**src/sgnms_pkg.sv**
```systemverilog
`default_nettype none
package sgnms_pkg;

  localparam int MaxWidth  = 2048;
  localparam int MaxHeight = 4096;
  localparam int ColBits   = $clog2(MaxWidth);
  localparam int RowBits   = $clog2(MaxHeight) + 1;
  localparam int WidthBits = ColBits + 1;
  localparam int HeightBits = $clog2(MaxHeight) + 1;
  localparam int MagBits   = 11;
  localparam int RadBits   = 2 * MagBits;
  localparam int RemBits   = MagBits + 3;
  localparam int RootSteps = MagBits;
  localparam int StepBits  = $clog2(RootSteps + 1);
  localparam int GradBits  = 12;

  localparam logic [1:0] RegImageWidth  = 2'd0;
  localparam logic [1:0] RegImageHeight = 2'd1;

  localparam logic [WidthBits-1:0]  WidthReset  = WidthBits'(640);
  localparam logic [HeightBits-1:0] HeightReset = HeightBits'(480);

  localparam logic [1:0] SecHorizontal = 2'd0;
  localparam logic [1:0] SecRising     = 2'd1;
  localparam logic [1:0] SecVertical   = 2'd2;
  localparam logic [1:0] SecFalling    = 2'd3;

  typedef struct packed {
    logic               load_in;
    logic               pix_keep;
    logic               shift_pix;
    logic               grad;
    logic               square;
    logic               root_step;
    logic               shift_mag;
    logic               load_out;
    logic               q_int;
    logic               o_valid;
    logic               o_int;
    logic               o_last;
    logic [ColBits-1:0] pix_addr;
    logic [ColBits-1:0] mag_addr;
  } dp_cmd_t;

  typedef struct packed {
    logic out_full;
  } dp_status_t;

endpackage
`default_nettype wire

```
**src/sgnms_ctrl.sv**
```systemverilog
`default_nettype none
module sgnms_ctrl (
  input  wire                    clk,
  input  wire                    rst,
  input  wire                    in_valid,
  output logic                   in_stall,
  input  wire                    pad,
  input  wire                    out_stall,
  input  wire                    cfg_valid,
  output logic                   cfg_ready,
  input  wire  [1:0]             cfg_index,
  input  wire  [12:0]            cfg_data,
  input  sgnms_pkg::dp_status_t  status,
  output sgnms_pkg::dp_cmd_t     cmd
);

  localparam int CB = sgnms_pkg::ColBits;
  localparam int RB = sgnms_pkg::RowBits;
  localparam int WB = sgnms_pkg::WidthBits;
  localparam int HB = sgnms_pkg::HeightBits;
  localparam int PB = RB + 1;

  typedef enum logic [6:0] {
    S_IDLE   = 7'b0000001,
    S_PIXRD  = 7'b0000010,
    S_GRAD   = 7'b0000100,
    S_SQUARE = 7'b0001000,
    S_ROOT   = 7'b0010000,
    S_MAGWR  = 7'b0100000,
    S_RESULT = 7'b1000000
  } state_t;

  state_t state, state_next;
  logic [CB-1:0] col;
  logic [RB-1:0] row;
  logic [WB-1:0] width;
  logic [HB-1:0] height;
  logic [sgnms_pkg::StepBits-1:0] steps;

  logic signed [PB-1:0] qr, orow, hmax;
  logic [WB-1:0] qc, oc, wmax;
  logic q_int, o_valid, o_int, o_last;
  logic accept, drain_ok, cfg_wr;
  logic [WB-1:0] w_clamped;
  logic [HB-1:0] h_clamped;

  // Positions of the gradient centre and of the suppression centre.
  always_comb begin
    hmax = $signed(PB'(height)) - PB'(2);
    wmax = width - WB'(2);
    if (col != '0) begin
      qr = $signed(PB'(row)) - PB'(1);
      qc = WB'(col) - WB'(1);
    end else begin
      qr = $signed(PB'(row)) - PB'(2);
      qc = width - WB'(1);
    end
    if (qc != '0) begin
      orow = qr - PB'(1);
      oc   = qc - WB'(1);
    end else begin
      orow = qr - PB'(2);
      oc   = width - WB'(1);
    end
    q_int   = qr >= PB'(1) && qr <= hmax && qc >= WB'(1) && qc <= wmax;
    o_valid = orow >= PB'(0);
    o_int   = orow >= PB'(1) && orow <= hmax && oc >= WB'(1) && oc <= wmax;
    o_last  = orow == $signed(PB'(height)) - PB'(1) && oc == width - WB'(1);
  end

  always_comb begin
    w_clamped = cfg_data[WB-1:0];
    if (cfg_data[WB-1:0] < WB'(3)) begin
      w_clamped = WB'(3);
    end else if (cfg_data[WB-1:0] > WB'(sgnms_pkg::MaxWidth)) begin
      w_clamped = WB'(sgnms_pkg::MaxWidth);
    end
    h_clamped = cfg_data[HB-1:0];
    if (cfg_data[HB-1:0] < HB'(3)) begin
      h_clamped = HB'(3);
    end else if (cfg_data[HB-1:0] > HB'(sgnms_pkg::MaxHeight)) begin
      h_clamped = HB'(sgnms_pkg::MaxHeight);
    end
  end

  // A configuration write takes precedence over an input transaction.
  assign in_stall  = state != S_IDLE || cfg_valid;
  assign cfg_ready = state == S_IDLE;
  assign accept    = in_valid && !in_stall;
  assign cfg_wr    = cfg_valid && cfg_ready;
  // The result register is free, or its transaction completes this cycle.
  assign drain_ok  = !status.out_full || !out_stall;

  always_comb begin
    state_next = state;
    case (state)
      S_IDLE:   if (accept) state_next = S_PIXRD;
      S_PIXRD:  state_next = S_GRAD;
      S_GRAD:   state_next = S_SQUARE;
      S_SQUARE: state_next = S_ROOT;
      S_ROOT:   if (steps == sgnms_pkg::StepBits'(sgnms_pkg::RootSteps - 1)) state_next = S_MAGWR;
      S_MAGWR:  state_next = S_RESULT;
      S_RESULT: if (drain_ok) state_next = S_IDLE;
      default:  state_next = S_IDLE;
    endcase
  end

  always_ff @(posedge clk) begin
    if (rst) begin
      state  <= S_IDLE;
      col    <= '0;
      row    <= '0;
      steps  <= '0;
      width  <= sgnms_pkg::WidthReset;
      height <= sgnms_pkg::HeightReset;
    end else begin
      state <= state_next;
      if (state == S_ROOT) begin
        steps <= steps + 1'b1;
      end else begin
        steps <= '0;
      end
      if (cfg_wr && (cfg_index == sgnms_pkg::RegImageWidth ||
                     cfg_index == sgnms_pkg::RegImageHeight)) begin
        if (cfg_index == sgnms_pkg::RegImageWidth) begin
          width <= w_clamped;
        end else begin
          height <= h_clamped;
        end
        col <= '0;
        row <= '0;
      end else if (state == S_RESULT && drain_ok) begin
        if (o_last) begin
          col <= '0;
          row <= '0;
        end else if (WB'(col) + WB'(1) >= width) begin
          col <= '0;
          row <= row + 1'b1;
        end else begin
          col <= col + 1'b1;
        end
      end
    end
  end

  always_comb begin
    cmd.load_in   = accept;
    cmd.pix_keep  = PB'(row) < PB'(height) && !pad;
    cmd.shift_pix = state == S_PIXRD;
    cmd.grad      = state == S_GRAD;
    cmd.square    = state == S_SQUARE;
    cmd.root_step = state == S_ROOT;
    cmd.shift_mag = state == S_MAGWR;
    cmd.load_out  = state == S_RESULT && drain_ok;
    cmd.q_int     = q_int;
    cmd.o_valid   = o_valid;
    cmd.o_int     = o_int;
    cmd.o_last    = o_last;
    cmd.pix_addr  = col;
    cmd.mag_addr  = qc[CB-1:0];
  end

endmodule
`default_nettype wire

```
**config.mk**
```make
export PLATFORM = sky130hd
export DESIGN_NAME = sgnms_ctrl
export DESIGN_NICKNAME = d
export VERILOG_FILES = /design/src/sgnms_pkg.sv /design/src/sgnms_ctrl.sv
export SDC_FILE = /design/constraint.sdc
export NUM_CORES = 1
export LEC_CHECK = 0
export BUFFER_PORTS_ARGS = -buffer_cell sky130_fd_sc_hd__buf_4
export CORE_MARGIN = 4
export CORE_UTILIZATION = 57
export DETAILED_ROUTE_END_ITERATION = 10
export GPL_ROUTABILITY_DRIVEN = 1
export PLACE_DENSITY = 0.79
export SYNTH_ARGS = -nofsm -noshare
export SYNTH_HDL_FRONTEND = slang
export SYNTH_SLANG_ARGS = --single-unit
```
**constraint.sdc**
```tcl
create_clock -name clk -period 6.5 [get_ports clk]
set_clock_uncertainty 0.1 [all_clocks]
set_input_delay 0.65 -clock clk [delete_from_list [all_inputs] [get_ports clk]]
set_output_delay 0.65 -clock clk [all_outputs]
set_load 0.05 [all_outputs]
```
==> results of run 1 <==
-- how the worst max path moves through the flow --
stage	startpoint	end	slack (ns)	cells past startpoint
final	width[1]	cmd[23]	0.21	27
after global routing	width[1]	row[3]	-0.05	25
after CTS	col[0]	cmd[23]	0.03	24
after detailed placement	width[1]	row[2]	-0.03	23
after global placement	width[1]	row[3]	0.21	23
after floorplan	col[0]	row[3]	0.0004	31
-- worst reg2reg max path: cells and delay by family, from the launching register on --
family	cells	cell delay, ns
compound gates	10	2.37
fa+ha+maj	2	0.58
buf+inv	3	0.50
flops	1	0.36
simple gates	9	2.15
-- cells by family after synthesis --
kind of cell	count (synthesis)	share of synthesized area [%]
xor+xnor	102	11.1
flops	60	14.2
fa+ha+maj	95	14.0
compound gates	263	21.9
buf+inv	126	6.58
mux	12	1.46
simple gates	484	30.7
-- cells in the final DEF, fill, tap and decap left out, types with 15 or more instances in the layout --
cell	count
xnor2_1	82
nand2_1	93
nand3_1	40
ha_1	93
a21oi_1	61
inv_1	58
or4_1	15
nor3_1	43
buf_4	115
dfxtp_1	57
nor2_1	106
nand4_1	26
a21o_1	22
nor4_1	24
o21ai_0	32
nand2b_1	18
nor2b_1	17
-- layout make-up --
class | instances | area, µm²
multi-input combinational | 956 | 6880
sequential | 60 | 1210
fill | 1297 | 4790
clock inverter | 4 | 70.1
clock buffer | 11 | 264
inverter | 60 | 225
tap | 184 | 230
timing repair buffer | 115 | 863
-- metrics by stage --
step                      cells  TNS, ns
final                      1390        0
after CTS                  1374        0
after detailed placement   1359   -0.250
after global placement     1359        0
after floorplan            1142        0
after global routing       1390   -0.113
-- metal layers --
| layer | up-vias | share of wire (%) | GRT usage, % |
|---|---|---|---|
| li1 | 4319 | - | - |
| met2 | 474 | 44 | 52.4 |
| met3 | 66 | 8.4 | 2.87 |
| met4 | 0 | 2.7 | 9.84 |
| met5 | - | 0 | 0 |
| met1 | 4236 | 45 | 47.7 |
-- power by group through the flow --
stage / combinational, mW / clock [mW] / sequential [mW]
finish: 0.773 / 0.527 / 0.409
global route: 0.835 / 0.548 / 0.411
CTS: 0.739 / 0.532 / 0.408
detailed placement: 0.735 / 0 / 0.415
global placement: 0.724 / 0 / 0.414
floorplan: 0.550 / 0 / 0.403
-- flip-flops by register name, indices dropped and copies added, names as in the netlist --
signal	count
col	11
steps	4
state	7
row	13
height	13
width	12
-- timing repair --
action	in CTS	in global routing
hold buffers	0	0
setup buffers	0	16
resized for setup	2	25
pin swaps	0	10
setup endpoints to repair	14	25
==> out/metrics.cfg, run 1 <==
[run_status]
status = finished, final reports clean

[worst_hold_path]
min_path_type = flip-flop to flip-flop
holdPathStages = 1
worstHoldEndpoint = steps[0]
hold_path.startpoint = steps[0]

[worst_setup_path]
regToRegStartpoint = width[1]
critPathSlowestCell = or3b_4
crit_required_ns = 5.75
cpPeakStageDelay_ns = 0.42
critical_path.most_common_cell = o21a_1
crit_fanout = 9
cp_num_buf_inv = 5
r2r-end = row[3]
rrSetupSlack_ns = 0.34
ff2ff_path_depth = 24
start_kind = flip-flop
cp_top_family = compound AO/OA/AOI/OAI gates
cp.arrival_ns = 5.54
worstSetupEndpointType = primary output
crit_type = flip-flop to primary output

[power]
powerDensity_nw_per_um2 = 175
p_sw_share_pct = 38.5
p_leak_nw = 4.05
seqPwrFrac_pct = 23.9
p_sw_mw = 0.657
comb_power_share_pct = 45.2
max-vdd-ir-drop_mv = 0.296
power.share.clock_pct = 30.9
finalPower_mw = 1.71
internal_power_mw = 1.05

[route]
drt-initial-drc-count = 1162
finalWirelength_um = 28200
route.detailed.drc = 0
firstDrtPassIters = 6
antenna_left = 0
wl_per_cell_um = 20.3
viasPerCell = 6.54
vias = 9095

[yosys]
avgSynthCellArea_um2 = 7.41
ys_warn_count = 0
synth_top_area_share_pct = 14.2
synth_top_cell_by_area = dfxtp_1
synthFlopType = dfxtp_1
syn_area_um2 = 8470
synth_cells = 1142
synth_edf_count = 0
ys_seq_area_share_pct = 14.2
synth.distinct_cells = 95
ys_top_cells_by_area = dfxtp_1, ha_1, xnor2_1, nor2_1, nand2_1
synth.top_cells.by_count = nor2_1, ha_1, nand2_1, xnor2_1, a21oi_1
synth-async-reset-ratio_pct = 0
ys_ff_latch = 60
synth.net_count = 1259
yosysMostFrequentCell = nor2_1

[cts]
clk_pin_slew_ns = 0.05
cts_root_buf = clkbuf_16
cts.sinks = 60
clockBufferDepth = 2
numCtsBuffers = 9
htreeDepth = 3
clk_latency_ns = 0.33
cts_tree = yes

[timing]
setup_slack_ns = 0.212
maxSlewViolCount = 0
finalSetupViolCount = 0
report.final.hold_viol_count = 0
holdWs_ns = 0.361
slew_headroom_pct = 43.2
fin_crit_sh_pct = 96.7
fmax_ghz = 0.159
worst_pin_slew_ns = 0.843
period_needed_ns = 6.29

[grt]
grt_overflow = 0
grt_pass1_wl_um = 44200
grt_pass1_vias = 8166
grt_use_total_pct = 33.0
grt_max_degree = 35
antenna_found_initial = 0

[floorplan]
coreArea_um2 = 14500
die_h_um = 130
rows = 44
initial_core_util_pct = 58.2
die_w_um = 130
die-area_um2 = 16900
ioPinCount = 58

[layout]
diodes = 0
drive_above_1_share_pct = 16.9
area_growth_pct = 15.1
fin_nets = 1319
fin_util_pct = 67.0
final_area_um2 = 9740

[place]
numPortBuffers = 57
place_ws_ns = -0.0315
placed_cell_area_um2 = 9160
gp_congestion = 0.982
place_hpwl_um = 22400

[run]
maxCapViolCount = 0

(Power assumes the default switching activity.)
==> inputs of run 2 (changes only) <==
--- a/config.mk
+++ b/config.mk
@@ -5,6 +5,7 @@
 export SDC_FILE = /design/constraint.sdc
 export NUM_CORES = 1
 export LEC_CHECK = 0
+export ABC_AREA = 1
 export BUFFER_PORTS_ARGS = -buffer_cell sky130_fd_sc_hd__buf_4
 export CORE_MARGIN = 4
 export CORE_UTILIZATION = 57
==> out/metrics.cfg, run 2 <==
[layout]
drive_above_1_share_pct = 11.8  ; -5.1 points
fillers = 1483  ; +14%
fin_util_pct = 62.7  ; -4.3 points
multi_input_area_um2 = 6570  ; -4.6%
diodes = 0  ; unchanged
reg_top3 = height (13), row (13), width (12)
ff_latch_area_um2 = 1200  ; -0.72%
mostFrequentLayoutCells = nand2_1, inv_1, nor2_1
final_cell_count_no_fill = 1670  ; +20%
fin_nets = 1594  ; +21%
final_common_cell = nand2_1
area_growth_pct = 7.69

[route]
wl_per_cell_um = 16.3  ; -19%
drt-initial-drc-count = 1084  ; -6.7%
viasPerCell = 5.76  ; -12%
vias = 9626  ; +5.8%
antenna_left = 0  ; unchanged
finalWirelength_um = 27300  ; -3.2%
route.detailed.drc = 0  ; unchanged
firstDrtPassIters = 6  ; unchanged

[timing]
slew_headroom_pct = 22.1  ; -21 points
worst_pin_slew_ns = 1.17  ; +0.323 ns
fin_crit_sh_pct = 92.5  ; -4.2 points
period_needed_ns = 6.01  ; -0.274 ns
maxSlewViolCount = 0  ; unchanged
report.final.hold_viol_count = 0  ; unchanged
fin_tns_setup_ns = 0  ; unchanged
finalSetupViolCount = 0  ; unchanged
fmax_ghz = 0.166  ; +4.5%
rsz0062_at_grt = no

[yosys]
synth_fa_ha_area_share_pct = 13.4  ; -0.61 points
avgSynthCellArea_um2 = 6.09  ; -18%
syn_area_um2 = 8850  ; +4.5%
synth_simple_gate_area_share_pct = 41.0  ; +10 points
synth-async-reset-ratio_pct = 0  ; unchanged
synth_xor_xnor_area_share_pct = 7.49  ; -3.6 points
ys_ff_latch = 60  ; unchanged
synth_mux_area_share_pct = 0  ; -1.5 points
synthFlopType = dfxtp_1
ys_top_cells_by_area = nand2_1, dfxtp_1, ha_1, inv_1, xor2_1
synth.net_count = 1570  ; +25%
ys_seq_area_share_pct = 13.6  ; -0.61 points
synth_edf_count = 0  ; unchanged
synth_compound_area_share_pct = 12.1  ; -9.7 points
ys_warn_count = 0  ; unchanged
synth_cells = 1453  ; +27%
synth_top_area_share_pct = 15.9  ; +1.7 points
yosysMostFrequentCell = nand2_1
synth_top_family_by_area = simple AND/OR/NAND/NOR gates
synth_top_cell_by_area = nand2_1
synth.distinct_cells = 46  ; -52%
synth.top_cells.by_count = nand2_1, inv_1, nor2_1, nand3_1, ha_1

[worst_setup_path]
regToRegStartpoint = col[0]
crit_fanout = 17  ; +8
crit_type = flip-flop to primary output
cp_num_buf_inv = 5  ; unchanged
cp_top_family = compound AO/OA/AOI/OAI gates
crit_start = col[0]
crit_required_ns = 5.75  ; about the same
cpPeakStageDelay_ns = 0.47  ; +0.05 ns
cp.arrival_ns = 5.26  ; -0.28 ns
critical_path.most_common_cell = nand2_1
worstSetupEndpointType = primary output
start_kind = flip-flop
critPathSlowestCell = dfxtp_1

[grt]
busiest_layer = met2
grtUsageMet3_pct = 3.80  ; +0.94 points
grt_max_degree = 35  ; unchanged
grt_overflow = 0  ; unchanged
grt_use_total_pct = 30.5  ; -2.5 points
grt_pass1_vias = 8854  ; +8.4%
antenna_found_initial = 0  ; unchanged
grt_use_met1_pct = 38.4  ; -9.3 points
met2_usage_pct = 51.3  ; -1.2 points
grt_pass1_wl_um = 44300  ; +0.30%

[cts]
clk_pin_slew_ns = 0.05  ; about the same
clk_latency_ns = 0.34  ; about the same
ctsHoldBuffers = 0  ; unchanged
htreeDepth = 3  ; unchanged
clockBufferDepth = 2  ; unchanged
cts.sinks = 60  ; unchanged
numCtsBuffers = 9  ; unchanged
cts_tree = yes
cts_root_buf = clkbuf_16

[floorplan]
rows = 45  ; +2.3%
die-area_um2 = 17600  ; +4.2%
coreArea_um2 = 15200  ; +4.6%
initial_core_util_pct = 58.2  ; about the same
die_w_um = 133  ; +2.1%
die_h_um = 133  ; +2.1%
ioPinCount = 58  ; unchanged

[power]
p_leak_nw = 4.89  ; +21%
powerDensity_nw_per_um2 = 228  ; +30%
finalPower_mw = 2.17  ; +27%
max-vdd-ir-drop_mv = 0.179  ; -40%

[run]
maxCapViolCount = 0  ; unchanged

[place]
gp_congestion = 1.01  ; +2.4%
place_hpwl_um = 22100  ; -1.3%
numPortBuffers = 57  ; unchanged
dp.cells = 1654  ; +22%

[worst_hold_path]
hold_path.startpoint = steps[0]
min_path_type = flip-flop to flip-flop

[run_status]
status = finished, final reports clean

-- run 2: kinds of logic (layout without fill, tap and decap cells) --
group,Yosys count,in the layout
AOI/OAI and AO/OA,182,182
xor gates and xnor gates,74,74
adders and majority gates,95,95
buffers and inverters,254,283
DFF,60,60
and+or+nand+nor,788,788
-- run 2: cell type report --
| cell class | count | share of cell area, % |
|---|---|---|
| Inverter | 206 | 8.11 |
| Tap cell | 188 | 2.47 |
| Clock inverter | 6 | 0.670 |
| Timing Repair Buffer | 61 | 4.85 |
| Clock buffer | 10 | 2.40 |
| Sequential cell | 60 | 12.6 |
| Multi-Input combinational cell | 1139 | 68.9 |
-- run 2: routing by layer --
metal	wire length, µm	share of wire, %
met5	0	0
met3	1840	6.7
met2	12600	46
met4	1530	5.6
met1	11400	42
-- run 2: final timing paths --
check | endpoint | slack (ns) | cells past startpoint
min | steps[0] | 0.37 | 1
min reg2reg | steps[0] | 0.37 | 1
max | cmd[23] | 0.49 | 28
max reg2reg | row[11] | 1.37 | 25
-- run 2: stage by stage --
step	area (µm²)	setup slack [ns]	hold WS, ns
floorplan	8850	1.32	0.330
global placement	9230	0.968	0.345
detailed placement	9230	0.807	0.361
CTS	9520	0.415	0.372
global route	9530	0.0182	0.409
finish	9530	0.486	0.369
-- run 2: report_power, final --
part	switching, mW	internal [mW]	leakage (nW)	total, mW
Sequential	0.0274	0.392	0.485	0.419
Clock	0.188	0.297	0.139	0.485
Combinational	0.863	0.401	4.26	1.26
-- run 2: timing repair --
action,CTS,global route
resized for setup,0,3
buffers inserted,0,0
setup endpoints to repair,0,1
==> inputs of run 3 (changes only) <==
--- a/config.mk
+++ b/config.mk
@@ -9,6 +9,7 @@
 export BUFFER_PORTS_ARGS = -buffer_cell sky130_fd_sc_hd__buf_4
 export CORE_MARGIN = 4
 export CORE_UTILIZATION = 57
+export CTS_BUF_LIST = sky130_fd_sc_hd__clkbuf_16
 export DETAILED_ROUTE_END_ITERATION = 10
 export GPL_ROUTABILITY_DRIVEN = 1
 export PLACE_DENSITY = 0.79
==> out/metrics.cfg, run 3 (synthesis gave the netlist of run 2 again) <==
[timing]
period_needed_ns = 6.00  ; -0.0184 ns
fin_crit_sh_pct = 92.2  ; -0.28 points
fmax_ghz = 0.167  ; +0.31%
rsz0062_at_grt = no
setup_slack_ns = 0.504  ; +0.0184 ns
report.final.hold_viol_count = 0  ; unchanged
worst_pin_slew_ns = 1.18  ; +0.0166 ns
slew_headroom_pct = 21.0  ; -1.1 points
finalSetupViolCount = 0  ; unchanged
holdWs_ns = 0.369  ; +0.0000180 ns
fin_tns_setup_ns = 0  ; unchanged
maxSlewViolCount = 0  ; unchanged

[power]
max-vdd-ir-drop_mv = 0.178  ; -0.24%
p_leak_nw = 4.89  ; about the same
internal_power_mw = 1.09  ; -0.15%
power.share.clock_pct = 22.3  ; about the same
powerDensity_nw_per_um2 = 227  ; about the same
seqPwrFrac_pct = 19.3  ; about the same
p_sw_share_pct = 49.8  ; +0.054 points
finalPower_mw = 2.17  ; about the same
p_sw_mw = 1.08  ; about the same
comb_power_share_pct = 58.4  ; about the same

[route]
viasPerCell = 5.78  ; +0.24%
route.detailed.drc = 0  ; unchanged
wl_per_cell_um = 16.3  ; -0.11%
antenna_left = 0  ; unchanged
vias = 9649  ; +0.24%
firstDrtPassIters = 6  ; unchanged
drt-initial-drc-count = 1072  ; -1.1%
finalWirelength_um = 27300  ; -0.11%

[worst_setup_path]
critPathSlowestCell = dfxtp_1
r2r-end = row[11]
crit_required_ns = 5.75  ; about the same
cp_top_family = compound AO/OA/AOI/OAI gates
cp.arrival_ns = 5.25  ; about the same
start_kind = flip-flop
worstSetupEndpointType = primary output
ff2ff_path_depth = 25  ; unchanged
cpPeakStageDelay_ns = 0.47  ; about the same
crit_start = col[0]
cp_num_buf_inv = 5  ; unchanged
regToRegStartpoint = col[0]
critical_path.most_common_cell = nand2_1
crit_end = cmd[23]
crit_fanout = 17  ; unchanged
crit_type = flip-flop to primary output
crit_cells = 28  ; unchanged
rrSetupSlack_ns = 1.35  ; -0.02 ns

[place]
gp_congestion = 1.01  ; unchanged
place_ws_ns = 0.807  ; unchanged
numPortBuffers = 57  ; unchanged
place_hpwl_um = 22100  ; unchanged
placed_cell_area_um2 = 9230  ; unchanged
dp.cells = 1654  ; unchanged

[cts]
cts_tree = yes
clk_latency_ns = 0.34  ; about the same
htreeDepth = 3  ; unchanged
numCtsBuffers = 9  ; unchanged
clk_pin_slew_ns = 0.05  ; about the same
clockBufferDepth = 2  ; unchanged
cts_root_buf = clkbuf_16
cts.sinks = 60  ; unchanged

[layout]
final_common_cell = nand2_1
area_growth_pct = 7.69  ; unchanged
mostFrequentLayoutCells = nand2_1, inv_1, nor2_1
drive_above_1_share_pct = 11.8  ; unchanged
fin_nets = 1594  ; unchanged
fillers = 1483  ; unchanged
reg_top3 = height (13), row (13), width (12)
final_cell_count_no_fill = 1670  ; unchanged
diodes = 0  ; unchanged
fin_util_pct = 62.7  ; unchanged
final_area_um2 = 9530  ; unchanged

[worst_hold_path]
min_path_type = flip-flop to flip-flop

[run]
maxCapViolCount = 0  ; unchanged

[floorplan]
die_h_um = 133  ; unchanged
die_w_um = 133  ; unchanged
rows = 45  ; unchanged
die-area_um2 = 17600  ; unchanged
ioPinCount = 58  ; unchanged
initial_core_util_pct = 58.2  ; unchanged
coreArea_um2 = 15200  ; unchanged

[grt]
grt_max_degree = 35  ; unchanged
grt_pass1_vias = 8854  ; unchanged
grt_pass1_wl_um = 44300  ; unchanged
antenna_found_initial = 0  ; unchanged
grt_overflow = 0  ; unchanged
grt_use_total_pct = 30.5  ; unchanged

[run_status]
status = finished, final reports clean

-- run 3: repair_timing --
action / in CTS / in global routing
endpoints found under the setup margin: 0 / 1
gates resized for setup: 0 / 3
setup buffers: 0 / 0
hold buffers: 0 / 0
hold endpoints to repair: 0 / 0
-- run 3: per-layer routing --
metal / wire [µm] / global-route usage (%) / part of all wire, % / vias up
li1: - / - / - / 4842
met1: 11300 / 38.4 / 42 / 4275
met2: 12500 / 51.3 / 46 / 435
met3: 1840 / 3.80 / 6.7 / 97
met4: 1570 / 15.6 / 5.8 / 0
met5: 0 / 0 / 0 / -
-- run 3: worst register-to-register path, stage by stage, from the launching register on --
cell,delay [ns]
dfxtp_1,0.47
inv_1,0.15
ha_1,0.27
nand2_1,0.14
nor2_4,0.07
nand2_2,0.25
nand2_1,0.11
o21ai_2,0.13
ha_1,0.24
nand3_1,0.13
nor2_2,0.15
nand3_2,0.13
inv_2,0.09
nand2_4,0.21
o21ai_0,0.33
ha_1,0.31
inv_1,0.09
nand2_1,0.06
nor2_1,0.10
nand2_1,0.07
nor2_2,0.10
nand4_2,0.59
nand2_2,0.32
nand2_4,0.18
nand2_1,0.12
a21oi_1,0.06
-- run 3: worst min-delay path by stage --
stage / from / slack, ns / depth (start not counted) / endpoint
6_report: steps[0] / 0.37 / 1 / steps[0]
5_1_grt: steps[0] / 0.41 / 1 / steps[0]
4_1_cts: steps[0] / 0.37 / 1 / steps[0]
3_5_place_dp: steps[0] / 0.36 / 1 / steps[0]
3_3_place_gp: steps[0] / 0.34 / 1 / steps[0]
2_1_floorplan: steps[0] / 0.33 / 1 / steps[0]
-- run 3: power by group through the flow --
stage | clock network, mW | logic [mW] | registers, mW
after global placement | 0 | 1.22 | 0.425
after floorplan | 0 | 0.931 | 0.420
after CTS | 0.486 | 1.24 | 0.418
final | 0.483 | 1.27 | 0.419
after global routing | 0.502 | 1.41 | 0.421
after detailed placement | 0 | 1.24 | 0.426
-- run 3: final cells by class --
type	instances	area (µm²)	share of cell area, %
multi-input cells	1139	6570	68.9
flip-flops and latches	60	1200	12.6
inverters	206	773	8.11
repair buffers	61	462	4.85
well taps	188	235	2.47
clock buffers	9	225	2.36
clock inverters	7	67.6	0.709
